--- src/rtl/mcd_pkg.sv ---
// Shared types, constants and helpers for the multichannel CAN message deframer.
// No dependencies; every other rtl file refers to this package by scoped name.
package mcd_pkg;

  // Sizing
  localparam int Channels    = 4;
  localparam int BufferBytes = 256;
  localparam int ChW         = (Channels > 1) ? $clog2(Channels) : 1;
  localparam int FillW       = $clog2(BufferBytes) + 1;
  localparam int MemDepth    = Channels * BufferBytes;
  localparam int MemAw       = $clog2(MemDepth);
  localparam int ApbAw       = 4;
  localparam int MaxBytes    = 8;

  // Channel modes
  typedef enum logic [1:0] {
    MODE_FREE   = 2'd0,
    MODE_STREAM = 2'd1,
    MODE_BUSY   = 2'd2
  } mode_e;

  // Item opcodes
  typedef enum logic [1:0] {
    OP_FRAME   = 2'd0,
    OP_RELEASE = 2'd1,
    OP_READ    = 2'd2,
    OP_NOP     = 2'd3
  } opcode_e;

  // Configuration register indexes
  typedef enum logic [1:0] {
    REG_HDR_FIRST = 2'd0,
    REG_HDR_SECOND = 2'd1,
    REG_FTR_FIRST = 2'd2,
    REG_FTR_SECOND = 2'd3
  } reg_idx_e;

  // Controller states
  typedef enum logic [1:0] {
    S_IDLE = 2'd0,
    S_DISP = 2'd1,
    S_BYTE = 2'd2,
    S_DONE = 2'd3
  } state_e;

  // Reset values of the pattern registers
  localparam logic [7:0] HdrFirstRst  = 8'h55;
  localparam logic [7:0] HdrSecondRst = 8'hAA;
  localparam logic [7:0] FtrFirstRst  = 8'h66;
  localparam logic [7:0] FtrSecondRst = 8'hCC;

  typedef struct packed {
    logic [7:0] h1;
    logic [7:0] h2;
    logic [7:0] f1;
    logic [7:0] f2;
  } cfg_t;

  // Controller to datapath
  typedef struct packed {
    logic load;
    logic byte_en;
    logic release_en;
    logic read_en;
    logic result_load;
  } cmd_t;

  // Datapath to controller
  typedef struct packed {
    opcode_e op;
    logic    cnt_zero;
    logic    last_byte;
    logic    drop;
  } sts_t;

  // Message ids that are reported
  function automatic logic is_known_id(input logic [15:0] id);
    return (id == 16'h1002) || (id == 16'h1003) || (id == 16'h1009) ||
           (id == 16'h1007) || (id == 16'h0926) || (id == 16'h0909);
  endfunction

endpackage

--- src/rtl/mcd_ctrl.sv ---
// Sequencing controller of the deframer: accept, dispatch, byte loop, result.
// Depends on mcd_pkg; drives the command struct of mcd_dp.
module mcd_ctrl (
  input  logic          clk_i,
  input  logic          rst_ni,
  input  logic          in_valid_i,
  output logic          in_ready_o,
  output logic          out_valid_o,
  input  logic          out_ready_i,
  input  mcd_pkg::sts_t sts_i,
  output mcd_pkg::cmd_t cmd_o
);

  mcd_pkg::state_e state_q, state_d;
  logic out_valid_q, out_valid_d;
  logic slot_free;

  assign slot_free = !out_valid_q || out_ready_i;

  // State register
  always_ff @(posedge clk_i or negedge rst_ni) begin
    if (!rst_ni) begin
      state_q     <= mcd_pkg::S_IDLE;
      out_valid_q <= 1'b0;
    end else begin
      state_q     <= state_d;
      out_valid_q <= out_valid_d;
    end
  end

  // Next state
  always_comb begin
    state_d = state_q;
    unique case (state_q)
      mcd_pkg::S_IDLE: begin
        if (in_valid_i) state_d = mcd_pkg::S_DISP;
      end
      mcd_pkg::S_DISP: begin
        if (sts_i.op == mcd_pkg::OP_FRAME && !sts_i.cnt_zero) state_d = mcd_pkg::S_BYTE;
        else state_d = mcd_pkg::S_DONE;
      end
      mcd_pkg::S_BYTE: begin
        if (sts_i.drop || sts_i.last_byte) state_d = mcd_pkg::S_DONE;
      end
      mcd_pkg::S_DONE: begin
        if (slot_free) state_d = mcd_pkg::S_IDLE;
      end
      default: state_d = mcd_pkg::S_IDLE;
    endcase
  end

  // Outputs
  always_comb begin
    cmd_o            = '0;
    in_ready_o       = 1'b0;
    cmd_o.load       = (state_q == mcd_pkg::S_IDLE) && in_valid_i;
    in_ready_o       = (state_q == mcd_pkg::S_IDLE);
    cmd_o.release_en = (state_q == mcd_pkg::S_DISP) && (sts_i.op == mcd_pkg::OP_RELEASE);
    cmd_o.read_en    = (state_q == mcd_pkg::S_DISP) && (sts_i.op == mcd_pkg::OP_READ);
    cmd_o.byte_en    = (state_q == mcd_pkg::S_BYTE);
    cmd_o.result_load = (state_q == mcd_pkg::S_DONE) && slot_free;
  end

  // Output slot: filled by a result, emptied when taken
  always_comb begin
    out_valid_d = out_valid_q;
    if (cmd_o.result_load) out_valid_d = 1'b1;
    else if (out_ready_i) out_valid_d = 1'b0;
  end

  assign out_valid_o = out_valid_q;

`ifndef SYNTHESIS
  a_accept_disp: assert property (@(posedge clk_i) disable iff (!rst_ni)
    (in_valid_i && in_ready_o) |=> (state_q == mcd_pkg::S_DISP))
    else $error("accepted item did not go to dispatch");
  a_byte_loop: assert property (@(posedge clk_i) disable iff (!rst_ni)
    (state_q == mcd_pkg::S_BYTE && !sts_i.last_byte && !sts_i.drop)
      |=> (state_q == mcd_pkg::S_BYTE))
    else $error("byte loop left early");
  a_no_overwrite: assert property (@(posedge clk_i) disable iff (!rst_ni)
    cmd_o.result_load |-> (!out_valid_q || out_ready_i))
    else $error("result overwrote a waiting result");
`endif

endmodule

--- config.mk ---
export PLATFORM = sky130hd
export DESIGN_NAME = mcd_ctrl
export DESIGN_NICKNAME = d
export VERILOG_FILES = /design/src/rtl/mcd_pkg.sv /design/src/rtl/mcd_ctrl.sv
export SDC_FILE = /design/constraint.sdc
export NUM_CORES = 1
export LEC_CHECK = 0
export ABC_CLOCK_PERIOD_IN_PS = 1500
export BUFFER_PORTS_ARGS = -buffer_cell sky130_fd_sc_hd__buf_2
export CORE_AREA = 8 8 45 47
export DETAILED_ROUTE_END_ITERATION = 10
export DIE_AREA = 0 0 53 55
export GPL_TIMING_DRIVEN = 0
export PLACE_DENSITY = 0.41
export SYNTH_ARGS = -nofsm -noshare
export SYNTH_HDL_FRONTEND = slang
export SYNTH_SLANG_ARGS = --single-unit
--- constraint.sdc ---
create_clock -name clk_i -period 1.5 [get_ports clk_i]
set_input_delay 0.225 -clock clk_i [delete_from_list [all_inputs] [get_ports clk_i]]
set_output_delay 0.225 -clock clk_i [all_outputs]
set_load 0.03 [all_outputs]
==> impl_results.md, run 1 <==
* Outcome: finished, violations left
* Failing checks: negative setup slack
* Vias at 260
* Input/output buffers at 15
* Final Cycle Share at 105.8%
* Hold Vio Cnt, Final at 0
* Synthesized flop and latch total at 3
* Hold Crit Class: in2reg
* Max Slew Vio Count at 0
* Pin count of the biggest net entering global routing at 6
* Crit-path slowest cell: dfrtp_2
* Maximum VDD drop at 0.0004602 V
* TritonCTS Sinks at 3
* Filler cell count at 155
* Post-Syn Area at 260.3 um2
* CTS HTree Levels at 1
* Area of the core at 1384 um2
* Pwr per Cell Area at 2167 nW/um2
* Setup Skew at 0.001067 ns
* Final wirelength at 652 um
* DRC Markers at 0
* Layout cells sized above 1 at 61.70%
* Initial drt markers at 1
* Nets at 61
* Mapped Nets at 39
* Clock Path Buffers at 2
* Max Cap Violations at 0
* DR vias/cell at 4.127
* YS warnings at 0
* RePlAce Congestion at 0.7467
* Most common cell after layout, fill and taps aside: buf_2
* Row count at 14
* Setup WS post-layout at -0.08766 ns
* Avg Inst Size Synth at 10.01 um2
* Die height at 55 um
* Vias in the first global route at 296
* CP peak stage delay at 0.43 ns
* CP Buf/Inv Count at 1
* Most frequent cells in the layout: 10 x buf_2, 6 x buf_4, 4 x clkbuf_4
* GRT Residual Overflow at 0
* First-pass GRT wire length at 1179 um
* Initial antenna violation count at 0
* Worst-Skew Late Latency at 0.23 ns
* DR WL/cell at 10.35 um
* Slew margin rel. at 84.65%
* CTS Root Cell: clkbuf_4
* CTS tree: built
* Netlist cell types at 16
* Die Wd at 53 um
* Ys async rst share at 100.0%
* Critical Path Fanout Max at 5
* Num CTS Buffers at 3
* Critical path class: reg2reg
* Gr usage total at 5.583%
* Peak Freq at 0.6299 GHz
* # IOs at 16
* CTS clk-pin slew, worst paths at 0.04 ns
* Diodes inserted at 0
* Router iterations before antenna repair at 3
* Pre-CTS setup slack at -0.1318 ns
* Setup crit start kind: flip-flop
* Post-synth top flop: dfrtp_1
* Crit path arrival time at 1.70 ns
* Critical path cell sequence: inv_2 -> ha_4 -> or3b_4 -> and3_4 -> mux2_4
* Crit path time final at 1.588 ns
* Worst endpoint required time at 1.61 ns
* Cells after Synth at 26
* LEAKAGE at 0.0002173 uW
* Worst hold slack at 0.2680 ns
* Initial Utilization at 18.81%
* Post-synthesis sequential area ratio at 28.85%
* Actual slew at the worst max-slew pin at 0.2283 ns
* CP top delay family: simple AND/OR/NAND/NOR gates
* Number of synthesized flops with an enable pin at 0
* Setup-failing EPs final at 3
* Reg area at 77.57 um2
* Die Area at 2915 um2
* Multi-input gate area at 187.7 um2
* Final HPWL DP at 536.5 um
* RSZ-0062 raised after global routing: true
* Area grow syn2layout at 65.87%
* CP Capture Type: flip-flop
* Final ANT Viol Nets at 0
report_power, final:
| group | switching [uW] | leakage [uW] | total (uW) | internal [uW] |
|---|---|---|---|---|
| Combinational | 302 | 0.000169 | 594 | 292 |
| Clock | 46.2 | 0.0000150 | 146 | 100 |
| Sequential | 62.1 | 0.0000332 | 195 | 132 |
| Total | 411 | 0.000217 | 935 | 524 |
worst register-to-register path, cell delays in order, from the launching register on:
cell and delay [ns]:
dfrtp_2 0.43, inv_2 0.09, ha_4 0.12, or3b_4 0.37
and3_4 0.18, mux2_4 0.28
per-layer routing:
| metal | vias to the layer above | share of wire [%] | global-route usage (%) |
|---|---|---|---|
| li1 | 130 | - | - |
| met1 | 122 | 41 | 5.954 |
| met2 | 8 | 54 | 8.594 |
| met3 | 0 | 5.2 | 1.872 |
| met4 | 0 | 0 | 5.172 |
| met5 | - | 0 | 0 |
metrics by stage:
step                      util [%]  cell area (um2)  total power [uW]  instances  setup TNS, ns
after global routing         31.19            431.7              1041         63        -0.6957
after CTS                    31.01            429.2             957.5         63        -0.1708
final                        31.19            431.7             935.2         63        -0.1151
after global placement       26.58            367.9             736.9         57        -0.1937
after detailed placement     26.58            367.9             748.6         57        -0.2015
after floorplan                  -            272.8             628.0         26        -0.2193
cell families (layout without fill, tap and decap cells):
group | count (synthesis) | count (layout) | synth area share [%]
flops | 3 | 3 | 28.85
buf+inv | 3 | 24 | 5.771
simple gates | 12 | 12 | 30.29
mux | 1 | 1 | 5.768
fa+ha+maj | 4 | 4 | 19.23
compound gates | 3 | 3 | 10.10
state kept, by name, summed over array words and instances (netlist names):
register     count
state_q          2
out_valid_o      1
final timing paths:
| kind | end | depth (start not counted) | start | slack [ns] |
|---|---|---|---|---|
| max | state_q[1] | 5 | state_q[0] | -0.09 |
| min | out_valid_o | 3 | out_ready_i | 0.27 |
| max reg2reg | state_q[1] | 5 | state_q[0] | -0.09 |
| min reg2reg | out_valid_o | 2 | out_valid_o | 0.53 |
| max in group asynchronous | state_q[1] | 2 | rst_ni | 1.07 |
| min in group asynchronous | out_valid_o | 2 | rst_ni | 0.31 |
area by class of cell:
class / count / area share [%]
Sequential cell: 3 / 17.97
Inverter: 2 / 1.739
Clock buffer: 4 / 6.087
Multi-Input combinational cell: 20 / 43.48
Timing Repair Buffer: 17 / 24.35
Tap cell: 16 / 4.638
Buffer: 1 / 1.739
cells in the mapped netlist (all sizes together), types with 2 or more instances:
cell type  count  share of area, %
nor2           2               2.9
and2           2               4.8
dfrtp          3                29
ha             4                19
inv            2               2.9
nand2b         3               7.2
timing repair:
action                                 in CTS  in global routing
setup endpoints to repair                   6                  7
pin swaps                                   2                  1
endpoints found under the hold margin       3                  0
gates resized for setup                     8                  1
setup buffers                               1                  0
hold buffers                                1                  0
(Power assumes the default switching activity.)
==> inputs of run 2 (changes only) <==
--- a/config.mk
+++ b/config.mk
@@ -7,11 +7,13 @@
 export LEC_CHECK = 0
 export ABC_CLOCK_PERIOD_IN_PS = 1500
 export BUFFER_PORTS_ARGS = -buffer_cell sky130_fd_sc_hd__buf_2
-export CORE_AREA = 8 8 45 47
+export CORE_AREA = 3 3 40 42
 export DETAILED_ROUTE_END_ITERATION = 10
-export DIE_AREA = 0 0 53 55
+export DIE_AREA = 0 0 43 45
 export GPL_TIMING_DRIVEN = 0
 export PLACE_DENSITY = 0.41
+export SETUP_SLACK_MARGIN = 0.1
+export SKIP_CTS_REPAIR_TIMING = 1
 export SYNTH_ARGS = -nofsm -noshare
 export SYNTH_HDL_FRONTEND = slang
 export SYNTH_SLANG_ARGS = --single-unit
==> run 2 against run 1 <==
  * The flow still finishes with violations (negative setup slack)
  * Largest power group unchanged
  * Count of clock-buffer cells in the layout did not move
  * Clock power hardly changed
  * Routed wire length decreased by 0.61%
  * Utilization is 1.1 points higher
  * Critical endpoint unchanged
  * Power fell by 3.1%
  * Critical path type unchanged
  * Hold slack better by 0.018 ns
  * Sequential share of layout area up 0.40 points
  * Setup slack got worse by 0.033 ns
==> impl_results.md, run 2 (synthesized netlist as in run 1, its figures left out) <==
* RePlAce Congestion at 0.6791 (was 0.7467)
* Final HPWL DP at 478.7 um (was 536.5 um)
* RR Startpoint: state_q[0] (unchanged)
* Flop2flop setup slack at -0.12 ns (was -0.09 ns)
* Setup-failing EPs final at 6 (was 3)
* Router iterations before antenna repair at 2 (was 3)
* Actual slew at the worst max-slew pin at 0.2499 ns (was 0.2283 ns)
* Input/output buffers at 15 (unchanged)
* CP Capture Type: flip-flop (unchanged)
* RSZ-0062 raised after global routing: true (unchanged)
* Critical path cell sequence: inv_2 -> ha_4 -> or3b_4 -> and3_4 -> mux2_4 (unchanged)
* CTS tree: built (unchanged)
* Hold wc startpoint: out_ready_i (unchanged)
* Crit-path slowest cell: dfrtp_2 (unchanged)
* Row count at 13 (was 14)
* Failing checks: negative setup slack (unchanged)
* Area of the core at 1285 um2 (was 1384 um2)
* Critical Path Source: state_q[0] (unchanged)
* Most common cell after layout, fill and taps aside: buf_2 (unchanged)
* Most frequent cells in the layout: 13 x buf_2, 5 x clkbuf_4, 3 x nand2b_1 (was 10 x buf_2, 6 x buf_4, 4 x clkbuf_4)
* Maximum VDD drop at 0.0007525 V (was 0.0004602 V)
* CTS HTree Levels at 1 (unchanged)
* First-pass GRT wire length at 1097 um (was 1179 um)
* Filler cell count at 142 (was 155)
* Die height at 45 um (was 55 um)
* Pwr per Cell Area at 2183 nW/um2 (was 2167 nW/um2)
* LEAKAGE at 0.0002133 uW (was 0.0002173 uW)
* Gr usage total at 7.917% (was 5.583%)
* Final Cycle Share at 108.1% (was 105.8%)
* DR vias/cell at 4.148 (was 4.127)
* Worst endpoint required time at 1.61 ns (about the same)
* Worst hold slack at 0.2856 ns (was 0.2680 ns)
* Pin count of the biggest net entering global routing at 7 (was 6)
* Die Wd at 43 um (was 53 um)
* TritonCTS Sinks at 3 (unchanged)
* Critical Path Fanout Max at 6 (was 5)
* Slew margin rel. at 83.20% (was 84.65%)
* Max Cap Violations at 0 (unchanged)
* Setup crit start kind: flip-flop (unchanged)
* GRT Residual Overflow at 0 (unchanged)
* Crit path arrival time at 1.73 ns (was 1.70 ns)
* DP Area at 367.9 um2 (unchanged)
* Critical path class: reg2reg (unchanged)
* CTS clk-pin slew, worst paths at 0.04 ns (about the same)
* CP peak stage delay at 0.44 ns (was 0.43 ns)
* Final wirelength at 648 um (was 652 um)
* Vias at 253 (was 260)
* Initial Utilization at 20.25% (was 18.81%)
* Initial drt markers at 3 (was 1)
* Logic pwr share at 62.9% (was 63.6%)
* Hold Crit Class: in2reg (unchanged)
* # IOs at 16 (unchanged)
* Seq pwr share at 21.2% (was 20.8%)
* Setup Skew at 0.006405 ns (was 0.001067 ns)
* Clock network power share at 16.0% (was 15.6%)
* Num CTS Buffers at 3 (unchanged)
* Final ANT Viol Nets at 0 (unchanged)
* Switch share at 45.09% (was 43.92%)
* Final core occ at 32.33% (was 31.19%)
* CTS Root Cell: clkbuf_4 (unchanged)
* DRC Markers at 0 (unchanged)
* Outcome: finished, violations left (unchanged)
* Max Slew Vio Count at 0 (unchanged)
* Layout cells sized above 1 at 60.87% (was 61.70%)
* Biggest register: state_q (unchanged)
* DR WL/cell at 10.62 um (was 10.35 um)
* Nets at 60 (was 61)
* Max FFs per register at 2 (unchanged)
* Initial antenna violation count at 0 (unchanged)
* Area grow syn2layout at 59.61% (was 65.87%)
* Clock Path Buffers at 2 (unchanged)
* Vias in the first global route at 283 (was 296)
* Peak Freq at 0.6169 GHz (was 0.6299 GHz)
* Final instance area at 415.4 um2 (was 431.7 um2)
* Hold Vio Cnt, Final at 0 (unchanged)
* Sw power at 408.8 uW (was 410.7 uW)
* Diodes inserted at 0 (unchanged)
* Crit path time final at 1.621 ns (was 1.588 ns)
* Internal Power at 497.8 uW (was 524.5 uW)
* Worst-Skew Late Latency at 0.24 ns (was 0.23 ns)
* Die Area at 1935 um2 (was 2915 um2)
* Setup WS post-layout at -0.1211 ns (was -0.08766 ns)
[run 2: cell count changes in the layout (fill, tap and decap cells not counted)]
| cell | change |
|---|---|
| buf_2 | +3 |
| and2_2 | +1 |
| clkbuf_4 | +1 |
| dfrtp_2 | -1 |
| dfrtp_1 | +1 |
| and2_1 | -1 |
| buf_4 | -5 |
[run 2: critical path: cells and delay by family, from the launching register on]
kind	cells	cell delay (ns)
fa+ha+maj	1	0.13
flops	1	0.44
mux	1	0.28
simple gates	2	0.55
buf+inv	1	0.10
[run 2: path summary, 6_finish.rpt]
| check | endpoint | cells after the start |
|---|---|---|
| setup / recovery | state_q[1] | 5 |
| hold reg to reg | out_valid_o | 2 |
| setup reg to reg | state_q[1] | 5 |
| hold / removal | out_valid_o | 3 |
| min in group asynchronous | out_valid_o | 2 |
| max in group asynchronous | state_q[0] | 2 |
[run 2: stage by stage]
step | instances | total power, uW | worst slack, ns | TNS [ns]
2_1_floorplan | 26 | 629.7 | -0.1433 | -0.2193
3_3_place_gp | 56 | 738.3 | -0.1374 | -0.2129
3_5_place_dp | 56 | 738.9 | -0.1478 | -0.2331
4_1_cts | 60 | 900.4 | -0.1549 | -0.5214
5_1_grt | 61 | 989.6 | -0.1525 | -0.7254
6_report | 61 | 906.7 | -0.1211 | -0.3271
[run 2: layout make-up]
| cell class | count | area [um2] | area share (%) |
|---|---|---|---|
| inverters | 2 | 7.507 | 1.807 |
| clock buffers | 4 | 26.28 | 6.325 |
| multi-input cells | 20 | 188.9 | 45.48 |
| repair buffers | 16 | 90.09 | 21.69 |
| flip-flops and latches | 3 | 76.32 | 18.37 |
| plain buffers | 1 | 7.507 | 1.807 |
| well taps | 15 | 18.77 | 4.518 |
[run 2: routing by layer]
metal | GRT usage [%] | vias up | routed length [um]
met5 | 0 | - | 0
met4 | 3.614 | 0 | 0
met3 | 3.984 | 0 | 54
met2 | 13.77 | 13 | 311
met1 | 7.971 | 112 | 282
li1 | - | 128 | -
[run 2: power groups by stage]
stage	Sequential, uW	Clock, uW	Combinational, uW
after global placement	190	0	548
after CTS	191	153	556
final	192	145	570
after floorplan	204	0	426
after detailed placement	192	0	547
after global routing	199	163	628
